[config.mk]
export PLATFORM = sky130hd
export DESIGN_NAME = msu_controller
export DESIGN_NICKNAME = d
export VERILOG_FILES = /design/src/rtl/msu_pkg.sv /design/src/rtl/msu_controller.sv
export SDC_FILE = /design/constraint.sdc
export NUM_CORES = 1
export LEC_CHECK = 0
export CAP_MARGIN = 20
export CELL_PAD_IN_SITES_DETAIL_PLACEMENT = 0
export CELL_PAD_IN_SITES_GLOBAL_PLACEMENT = 1
export CORE_ASPECT_RATIO = 1.4
export CORE_MARGIN = 8
export CORE_UTILIZATION = 25
export DETAILED_ROUTE_END_ITERATION = 12
export DONT_BUFFER_PORTS = 1
export PLACE_DENSITY_LB_ADDON = 0.08
export SYNTH_ARGS = -nofsm -noshare
export SYNTH_HDL_FRONTEND = slang
export SYNTH_SLANG_ARGS = --single-unit
[constraint.sdc]
create_clock -name clock -period 3.4 [get_ports clock]
set_input_delay 0.51 -clock clock [delete_from_list [all_inputs] [get_ports clock]]
set_output_delay 0.51 -clock clock [all_outputs]
set_load 0.02 [all_outputs]
[src/rtl/msu_pkg.sv]
// ----------------------------------------------------------------------------
// msu_pkg
// Shared types and constants of the matrix stack unit.
// ----------------------------------------------------------------------------
package msu_pkg;

   typedef enum logic [2:0] {
      KIND_MODE     = 3'd0,
      KIND_OPERAND  = 3'd1,
      KIND_LOAD     = 3'd2,
      KIND_MULTIPLY = 3'd3,
      KIND_IDENTITY = 3'd4,
      KIND_PUSH     = 3'd5,
      KIND_POP      = 3'd6,
      KIND_READ     = 3'd7
   } kind_type;

   localparam logic [1:0] MODE_TEXTURE    = 2'd0;
   localparam logic [1:0] MODE_MODELVIEW  = 2'd1;
   localparam logic [1:0] MODE_PROJECTION = 2'd2;

   localparam logic [1:0] STATUS_OK        = 2'd0;
   localparam logic [1:0] STATUS_PUSH_FULL = 2'd1;
   localparam logic [1:0] STATUS_POP_EMPTY = 2'd2;

   typedef enum logic [3:0] {
      ST_CLEAR,
      ST_IDLE,
      ST_LOAD,
      ST_IDENT,
      ST_MUL_RD,
      ST_MUL_RUN,
      ST_MUL_WR,
      ST_PUSH,
      ST_READ,
      ST_READ_WAIT,
      ST_RESPOND
   } state_type;

   // controller -> datapath
   typedef struct packed {
      logic       clear_wr;
      logic       load_wr;
      logic       ident_wr;
      logic       mul_load;
      logic       mul_step;
      logic       mul_wr;
      logic       push_rd;
      logic       push_wr;
      logic       top_rd;
      logic       capture;
      logic       level_up;
      logic       level_down;
      logic       mode_wr;
      logic       operand_wr;
      logic [3:0] elem;
      logic [1:0] kk;
   } cmd_type;

   // datapath -> controller
   typedef struct packed {
      logic full;
      logic empty;
   } stat_type;

   function automatic logic [31:0] identity_elem(input logic [3:0] e);
      return (e[3:2] == e[1:0]) ? 32'd1 : 32'd0;
   endfunction

endpackage

[src/rtl/msu_controller.sv]
// ----------------------------------------------------------------------------
// msu_controller
// Command sequencer: clears the memory after reset, walks elements per command.
// ----------------------------------------------------------------------------
module msu_controller #(
   parameter int STACK_DEPTH = 32
) (
   input  logic               clock,
   input  logic               reset,
   input  logic               req_valid,
   output logic               req_stall,
   input  logic [2:0]         req_kind,
   output logic               rsp_valid,
   input  logic               rsp_stall,
   output logic               is_read,
   output logic [1:0]         status,
   input  msu_pkg::stat_type  stat,
   output msu_pkg::cmd_type   cmd
);

   localparam int LW = (STACK_DEPTH > 1) ? $clog2(STACK_DEPTH) : 1;
   localparam int CW = LW + 6;
   localparam int CLEAR_LAST = 3 * 16 * (1 << LW) - 1;

   msu_pkg::state_type state_ff, state_in;
   logic [CW-1:0] cnt_ff, cnt_in;
   logic [3:0]    row_ff, row_in;
   logic [1:0]    kk_ff, kk_in;
   logic          read_ff, read_in;
   logic [1:0]    status_ff, status_in;
   logic          accept;

   assign accept    = req_valid && !req_stall;
   assign req_stall = (state_ff != msu_pkg::ST_IDLE);
   assign rsp_valid = (state_ff == msu_pkg::ST_RESPOND);
   assign is_read   = read_ff;
   assign status    = status_ff;

   always_ff @(posedge clock) begin
      if (reset) begin
         state_ff  <= msu_pkg::ST_CLEAR;
         cnt_ff    <= '0;
         row_ff    <= '0;
         kk_ff     <= '0;
         read_ff   <= 1'b0;
         status_ff <= msu_pkg::STATUS_OK;
      end else begin
         state_ff  <= state_in;
         cnt_ff    <= cnt_in;
         row_ff    <= row_in;
         kk_ff     <= kk_in;
         read_ff   <= read_in;
         status_ff <= status_in;
      end
   end

   // next state and commands
   always_comb begin
      state_in  = state_ff;
      cnt_in    = cnt_ff;
      row_in    = row_ff;
      kk_in     = kk_ff;
      read_in   = read_ff;
      status_in = status_ff;
      cmd       = '0;
      cmd.elem  = cnt_ff[3:0];
      cmd.kk    = kk_ff;
      case (state_ff)
         msu_pkg::ST_CLEAR: begin
            cmd.clear_wr = 1'b1;
            cnt_in = cnt_ff + 1'b1;
            if (cnt_ff == CW'(CLEAR_LAST)) begin
               state_in = msu_pkg::ST_IDLE;
               cnt_in   = '0;
            end
         end
         msu_pkg::ST_IDLE: begin
            cnt_in = '0;
            kk_in  = '0;
            row_in = '0;
            if (accept) begin
               read_in   = 1'b0;
               status_in = msu_pkg::STATUS_OK;
               state_in  = msu_pkg::ST_RESPOND;
               case (msu_pkg::kind_type'(req_kind))
                  msu_pkg::KIND_MODE:     cmd.mode_wr = 1'b1;
                  msu_pkg::KIND_OPERAND:  cmd.operand_wr = 1'b1;
                  msu_pkg::KIND_LOAD:     state_in = msu_pkg::ST_LOAD;
                  msu_pkg::KIND_MULTIPLY: state_in = msu_pkg::ST_MUL_RD;
                  msu_pkg::KIND_IDENTITY: state_in = msu_pkg::ST_IDENT;
                  msu_pkg::KIND_PUSH: begin
                     if (stat.full) status_in = msu_pkg::STATUS_PUSH_FULL;
                     else state_in = msu_pkg::ST_PUSH;
                  end
                  msu_pkg::KIND_POP: begin
                     if (stat.empty) status_in = msu_pkg::STATUS_POP_EMPTY;
                     else cmd.level_down = 1'b1;
                  end
                  msu_pkg::KIND_READ: begin
                     read_in  = 1'b1;
                     state_in = msu_pkg::ST_READ;
                  end
                  default: state_in = msu_pkg::ST_RESPOND;
               endcase
            end
         end
         msu_pkg::ST_LOAD, msu_pkg::ST_IDENT: begin
            cmd.load_wr  = (state_ff == msu_pkg::ST_LOAD);
            cmd.ident_wr = (state_ff == msu_pkg::ST_IDENT);
            cnt_in = cnt_ff + 1'b1;
            if (cnt_ff[3:0] == 4'd15) state_in = msu_pkg::ST_RESPOND;
         end
         msu_pkg::ST_PUSH: begin
            // read element at top, then write it one level up from the registered read
            cmd.elem    = cnt_ff[4] ? row_ff : cnt_ff[3:0];
            cmd.push_wr = cnt_ff[4];
            if (cnt_ff[4]) begin
               cnt_in = {cnt_ff[CW-1:5], 1'b0, row_ff + 1'b1};
               if (row_ff == 4'd15) begin
                  cmd.level_up = 1'b1;
                  state_in     = msu_pkg::ST_RESPOND;
               end
            end else begin
               row_in = cnt_ff[3:0];
               cnt_in = {cnt_ff[CW-1:5], 1'b1, cnt_ff[3:0]};
            end
         end
         msu_pkg::ST_MUL_RD: begin
            // read row r of top: elements r, r+4, r+8, r+12, plus a final step for the last word;
            // each word lands in its column slot from the registered read, in the cycle after its read
            cmd.elem     = {cnt_ff[1:0], row_ff[1:0]};
            cmd.mul_load = (cnt_ff[2:0] != 3'd0);
            cmd.kk       = 2'(cnt_ff[1:0] - 2'd1);
            cnt_in = cnt_ff + 1'b1;
            if (cnt_ff[2:0] == 3'd4) begin
               cnt_in   = '0;
               kk_in    = '0;
               state_in = msu_pkg::ST_MUL_RUN;
            end
         end
         msu_pkg::ST_MUL_RUN: begin
            // column c = cnt[1:0], row from row_ff
            cmd.mul_step = 1'b1;
            cmd.elem     = {cnt_ff[1:0], row_ff[1:0]};
            kk_in        = kk_ff + 1'b1;
            if (kk_ff == 2'd3) begin
               cnt_in = cnt_ff + 1'b1;
               if (cnt_ff[1:0] == 2'd3) begin
                  cnt_in = '0;
                  row_in = row_ff + 1'b1;
                  state_in = (row_ff[1:0] == 2'd3) ? msu_pkg::ST_MUL_WR
                                                  : msu_pkg::ST_MUL_RD;
               end
            end
         end
         msu_pkg::ST_MUL_WR: begin
            cmd.mul_wr = 1'b1;
            cnt_in = cnt_ff + 1'b1;
            if (cnt_ff[3:0] == 4'd15) begin
               row_in   = '0;
               state_in = msu_pkg::ST_RESPOND;
            end
         end
         msu_pkg::ST_READ: begin
            cmd.elem = row_ff;
            state_in = msu_pkg::ST_READ_WAIT;
         end
         msu_pkg::ST_READ_WAIT: begin
            cmd.capture = 1'b1;
            state_in    = msu_pkg::ST_RESPOND;
         end
         msu_pkg::ST_RESPOND: begin
            if (!rsp_stall) state_in = msu_pkg::ST_IDLE;
         end
         default: state_in = msu_pkg::ST_IDLE;
      endcase
   end

   // responses only come out of the response state
   assert property (@(posedge clock) disable iff (reset)
      rsp_valid |-> state_ff == msu_pkg::ST_RESPOND)
      else $error("response outside respond state");
   assert property (@(posedge clock) disable iff (reset)
      cmd.push_wr |-> !stat.full)
      else $error("push write at full stack");
   assert property (@(posedge clock) disable iff (reset)
      $onehot0({cmd.clear_wr, cmd.load_wr, cmd.ident_wr, cmd.mul_wr, cmd.push_wr}))
      else $error("conflicting memory writes");

endmodule

==> flow_summary.json, run 1 <==
{
  "setup_viol": 0,
  "p_leak_nw": 0.7954,
  "clkTransAtPathRegs_ps": 80,
  "antenna_found_initial": 0,
  "ant_nets": 0,
  "crit_arrival_ps": 2260,
  "r2r_slack_ps": 1090,
  "die_w_microns": 92.36,
  "cts_resized": 0,
  "hold_buffers": 0,
  "drt_iter0_drc": 99,
  "crit_path_start_kind": "register",
  "slew_headroom": 0.5181,
  "ys_seq_elements": 24,
  "start_util": 0.2535,
  "synthToLayoutAreaGrowth_pct": 10.42,
  "syn_inst": 271,
  "finalCritPeriodShare": 0.8136,
  "clockBufferDepth": 2,
  "synth.most_common_cell": "nor2_1",
  "synth_edf_count": 0,
  "end_kind": "primary output",
  "worst_hold_slack_ps": 288.5,
  "drt_first_pass_iters": 4,
  "drc": 0,
  "worstSetupStartpoint": "state_ff[2]$_SDFFE_PP0P_",
  "multiInputGateArea_sq_um": 1383,
  "diodes": 0,
  "power_density_nw_per_um2": 650.1,
  "synth_top_area_frac": 0.2354,
  "core_region_area_sq_um": 8051,
  "place_area_sq_um": 2148,
  "final_cells": 368,
  "hpwl_microns": 5105,
  "grt_overflow": 0,
  "insertion_delay_ps": 280,
  "drv_cap": 0,
  "seqCellArea_sq_um": 480.5,
  "placement.io_buffers": 0,
  "yosysWarnings": 0,
  "ys_types": 69,
  "vias": 1899,
  "timing.critical_path.cells": "and2b_1 > nand3_1 > o21a_1 > mux2_1",
  "cp-endpoint": "cmd[3]",
  "cts_made_buffers": 3,
  "hold_viol_final": 0,
  "max_freq_ghz": 0.3615,
  "postCtsSetupRepairBufs": 0,
  "cp.depth": 4,
  "critPathTopFamily": "flip-flops",
  "utilization": 0.2799,
  "crit_buf_inv": 0,
  "ys.flop_type": "dfxtp_1",
  "grt_max_degree": 30,
  "hp-class": "in -> reg",
  "ir_worst_vdd_mv": 0.2184,
  "boundaryPins": 34,
  "fp-row-count": 39,
  "die_area_sq_um": 11350,
  "drive_gt1_frac": 0.1391,
  "path_max_fanout": 19,
  "rsz0062_at_grt": "false",
  "fillers": 904,
  "async_flop_share": 0,
  "slowest_delay_ps": 740,
  "status": "completed",
  "finalNetCount": 281,
  "maxSlewViolCount": 0,
  "dieHeight_microns": 122.9,
  "period_needed_ps": 2766,
  "worstReg2RegStart": "cnt_ff[1]$_SDFFE_PP0P_",
  "place_inst": 364,
  "cts_tree": "built",
  "vias_per_cell": 5.160,
  "yosysTopAreaCell": "dfxtp_1",
  "drt-wirelength-per-cell_microns": 18.72,
  "cts_root_buf": "clkbuf_16",
  "finalInstanceArea_sq_um": 2253,
  "ctsHtreeMaxLevel": 1,
  "yosysSeqAreaShare": 0.2354,
  "fin_setup_tns_ps": 0,
  "fin_skew_ps": 3.462,
  "globalplace.congestion": 0.7426,
  "slowest_stage": "dfxtp_1",
  "grt_use_total": 0.1260,
  "synth_common_cells": "29 x nor2_1, 24 x dfxtp_1, 18 x a21oi_1",
  "whs_path_depth": 1,
  "synth_area_leaders": "dfxtp_1 24%, nor2_1 5.3%, a21oi_1 4.4%, buf_2 3.2%, ha_1 3.1%",
  "synth.cell_area_sq_um": 2041,
  "r2r_cells": 6,
  "grt_pass1_vias": 1968,
  "cts.sinks": 24,
  "grt_pass1_wl_microns": 11210,
  "synth_area_per_cell_sq_um": 7.530,
  "tightest_slew_ps": 717.4,
  "crit_type": "reg -> out",
  "worstPathRequired_ps": 2890,
  "wirelength_microns": 6890,
  "r2r-end": "cnt_ff[7]$_SDFFE_PP0P_"
}
[per-stage QoR]
stage	total power [W]	setup WS, ps
2_1_floorplan	0.0009357	1091
5_1_grt	0.001569	439.8
6_report	0.001465	633.8
3_5_place_dp	0.001112	919.2
4_1_cts	0.001493	603.3
3_3_place_gp	0.001117	939.0
[layer usage]
metal  vias to the layer above  GRT usage  share of wire
li1                        963          -              -
met1                       894     0.1414           0.42
met2                        35     0.2251           0.51
met3                         7    0.02855          0.044
met4                         0    0.05056          0.019
met5                         -          0              0
[cells in the final DEF, fill, tap and decap left out, types with 3 or more instances in the layout]
cell type,count
xnor2_1,3
nand4b_1,3
inv_1,16
a21o_1,5
xor2_1,3
nand2b_1,9
nand3_1,6
clkbuf_16,3
nor2b_1,7
nor2_1,29
nor4_1,5
o21ai_0,12
o21a_1,4
mux2i_1,4
a21oi_1,18
nor3_1,9
buf_4,12
dfxtp_1,24
or3_1,3
a31oi_1,7
o21ai_1,6
ha_1,5
nand2_1,16
[how the worst min path moves through the flow]
stage | slack [ps] | endpoint | startpoint
finish | 290 | state_ff[0]$_SDFFE_PP0P_ | reset
global route | 280 | state_ff[0]$_SDFFE_PP0P_ | reset
floorplan | 450 | cnt_ff[10]$_SDFFE_PP0P_ | cnt_ff[10]$_SDFFE_PP0P_
CTS | 280 | state_ff[0]$_SDFFE_PP0P_ | reset
detailed placement | 490 | cnt_ff[10]$_SDFFE_PP0P_ | cnt_ff[10]$_SDFFE_PP0P_
global placement | 480 | cnt_ff[10]$_SDFFE_PP0P_ | cnt_ff[10]$_SDFFE_PP0P_
[registers in the layout (all words and copies together), names as in the netlist]
register	count
cnt_ff	11
is_read	1
kk_ff	2
status	2
state_ff	4
row_ff	4
[worst register-to-register path: cells and delay by family (launching register included)]
kind | cells | cell delay [ps]
adders and majority gates | 1 | 410
DFF | 1 | 540
AOI/OAI and AO/OA | 2 | 550
and+or+nand+nor | 3 | 700
[cell type report]
type	count	area share
multi-input combinational	208	0.6136
sequential	24	0.2132
tap	102	0.05664
timing repair buffer	12	0.03998
clock buffer	3	0.03331
inverter	18	0.02998
clock inverter	1	0.01333
[cells by family (layout without fill, tap and decap cells)]
| family | after synthesis | in the layout | synth area share |
|---|---|---|---|
| AO/OA/AOI/OAI | 79 | 79 | 0.2814 |
| adder cells (fa/ha/maj) | 5 | 5 | 0.03066 |
| AND/OR/NAND/NOR | 110 | 110 | 0.3053 |
| XOR/XNOR | 6 | 6 | 0.02576 |
| multiplexers | 6 | 6 | 0.03066 |
| buffers and inverters | 40 | 34 | 0.08890 |
| flip-flops | 24 | 24 | 0.2354 |
| other | 1 | 2 | 0.001838 |
[power by group]
group | total [W] | internal (W) | switching (W)
Sequential | 0.000430 | 0.000321 | 0.000109
Combinational | 0.000666 | 0.000261 | 0.000405
Clock | 0.000369 | 0.000235 | 0.000134
Total | 0.00146 | 0.000817 | 0.000648
No activity file was read; power rests on OpenSTA's default activity.
==> run 2: changes to the inputs <==
- clock period: 3.4 -> 2.69 ns (I/O delays scaled with it)
==> flow_summary.json, run 2 (synthesis gave the netlist of run 1 again) <==
{
  "grt_pass1_vias": 2074,
  "insertion_delay_ps": 270,
  "placement.io_buffers": 0,
  "dieHeight_microns": 122.9,
  "place_inst": 373,
  "power_density_nw_per_um2": 815.7,
  "drc": 0,
  "slowest_stage": "mux2_1",
  "cts_tree": "built",
  "fillers": 913,
  "drt-wirelength-per-cell_microns": 18.72,
  "drive_gt1_frac": 0.1673,
  "crit_type": "reg -> out",
  "drv_cap": 0,
  "drt_first_pass_iters": 4,
  "hp-class": "in -> reg",
  "multiInputGateArea_sq_um": 1383,
  "ctsHtreeMaxLevel": 1,
  "largest_reg_flops": 11,
  "vias_per_cell": 5.164,
  "core_region_area_sq_um": 8051,
  "fin_ws_ps": 270.2,
  "top_register": "cnt_ff",
  "synthToLayoutAreaGrowth_pct": 13.73,
  "final_cells": 377,
  "p_leak_nw": 0.8439,
  "max_freq_ghz": 0.4133,
  "globalplace.congestion": 0.7346,
  "hold_buffers": 0,
  "layout_commonest_cell": "nor2_1",
  "finalCritPeriodShare": 0.8996,
  "pwr-share-seq": 0.257,
  "ir_worst_vdd_mv": 0.3435,
  "slew_headroom": 0.5760,
  "postCtsSetupRepairBufs": 0,
  "crit_arrival_ps": 2020,
  "timing.critical_path.cells": "buf_4 > and2b_1 > nand3_1 > o21a_1 > mux2_1",
  "maxSlewViolCount": 0,
  "grt_use_total": 0.1288,
  "cts_resized": 0,
  "fin_skew_ps": 2.035,
  "finalNetCount": 290,
  "utilization": 0.2883,
  "seqCellArea_sq_um": 480.5,
  "ant_nets": 0,
  "antenna_found_initial": 0,
  "layout_common_cells": "29 x nor2_1, 24 x dfxtp_1, 21 x buf_4",
  "end_kind": "primary output",
  "status": "completed",
  "diodes": 0,
  "internal_power_w": 0.001072,
  "die_w_microns": 92.36,
  "combinationalPowerShare": 0.503,
  "cts_made_buffers": 3,
  "reg_top3": "cnt_ff: 11 flops, row_ff: 4 flops, state_ff: 4 flops",
  "die_area_sq_um": 11350,
  "grt_overflow": 0,
  "cts_root_buf": "clkbuf_16",
  "whs_path_depth": 1,
  "p_clk_frac": 0.240,
  "drt_iter0_drc": 121,
  "fin_setup_tns_ps": 0,
  "rsz0062_at_grt": "false",
  "grt_pass1_wl_microns": 11520,
  "swShare": 0.4336,
  "tightest_slew_ps": 635.9,
  "path_max_fanout": 10,
  "switchingPower_w": 0.0008210,
  "pre_cts_slack_ps": 548.7,
  "start_util": 0.2535,
  "grt_max_degree": 27,
  "boundaryPins": 34,
  "crit_path_start_kind": "register",
  "hold_viol_final": 0,
  "period_needed_ps": 2420,
  "worstReg2RegStart": "cnt_ff[0]$_SDFFE_PP0P_",
  "r2r_cells": 6,
  "cts.sinks": 24,
  "clockBufferDepth": 2,
  "setup_viol": 0,
  "clkTransAtPathRegs_ps": 70,
  "hpwl_microns": 5332,
  "r2r_slack_ps": 580,
  "slowest_delay_ps": 420,
  "worstPathRequired_ps": 2290,
  "hp-start": "reset",
  "vias": 1947,
  "r2r-end": "cnt_ff[5]$_SDFFE_PP0P_",
  "hold_end": "state_ff[0]$_SDFFE_PP0P_",
  "fp-row-count": 39,
  "wirelength_microns": 7056
}
==> run 2: cell types whose count changed in the layout (fill, tap and decap cells not counted) <==
cell / previous run / this run
buf_4: 12 / 21
==> run 2: through the flow <==
stage / cell area [sq um] / power (W) / hold slack, ps
CTS: 2321 / 0.001929 / 182.1
detailed placement: 2216 / 0.001459 / 477.3
global route: 2321 / 0.002043 / 180.5
global placement: 2216 / 0.001464 / 474.6
finish: 2321 / 0.001893 / 188.2
floorplan: 2044 / 0.001183 / 449.1
==> run 2: area by class of cell <==
cell class	instances	share of cell area
flip-flops and latches	24	0.2070
clock inverters	1	0.01294
inverters	18	0.02911
repair buffers	21	0.06792
multi-input cells	208	0.5957
well taps	102	0.05499
clock buffers	3	0.03234
==> run 2: power groups by stage <==
stage | clock network (W) | registers [W] | logic (W)
floorplan | 0 | 0.000461 | 0.000721
global placement | 0 | 0.000496 | 0.000968
detailed placement | 0 | 0.000495 | 0.000963
CTS | 0.000475 | 0.000487 | 0.000968
global route | 0.000480 | 0.000500 | 0.00106
finish | 0.000455 | 0.000486 | 0.000952
==> run 2: worst max path at each step <==
stage	startpoint	to	slack, ps
after floorplan	state_ff[2]$_SDFFE_PP0P_	cmd[6]	490
after detailed placement	cnt_ff[0]$_SDFFE_PP0P_	cnt_ff[5]$_SDFFE_PP0P_	550
after global routing	state_ff[3]$_SDFFE_PP0P_	cmd[6]	190
after CTS	state_ff[3]$_SDFFE_PP0P_	cmd[2]	270
after global placement	cnt_ff[0]$_SDFFE_PP0P_	cnt_ff[7]$_SDFFE_PP0P_	570
final	state_ff[3]$_SDFFE_PP0P_	cmd[2]	270
==> run 2: critical path, delay by kind of cell, from the launching register on <==
family          cells  cell delay [ps]
compound gates      1              270
buf+inv             1              200
simple gates        2              490
mux                 1              420
flops               1              350
==> run 2: per-layer routing <==
metal  share of wire  global-route usage
met5               0                   0
met4           0.019             0.04651
met3           0.048             0.02916
met2            0.52              0.2341
met1            0.42              0.1433
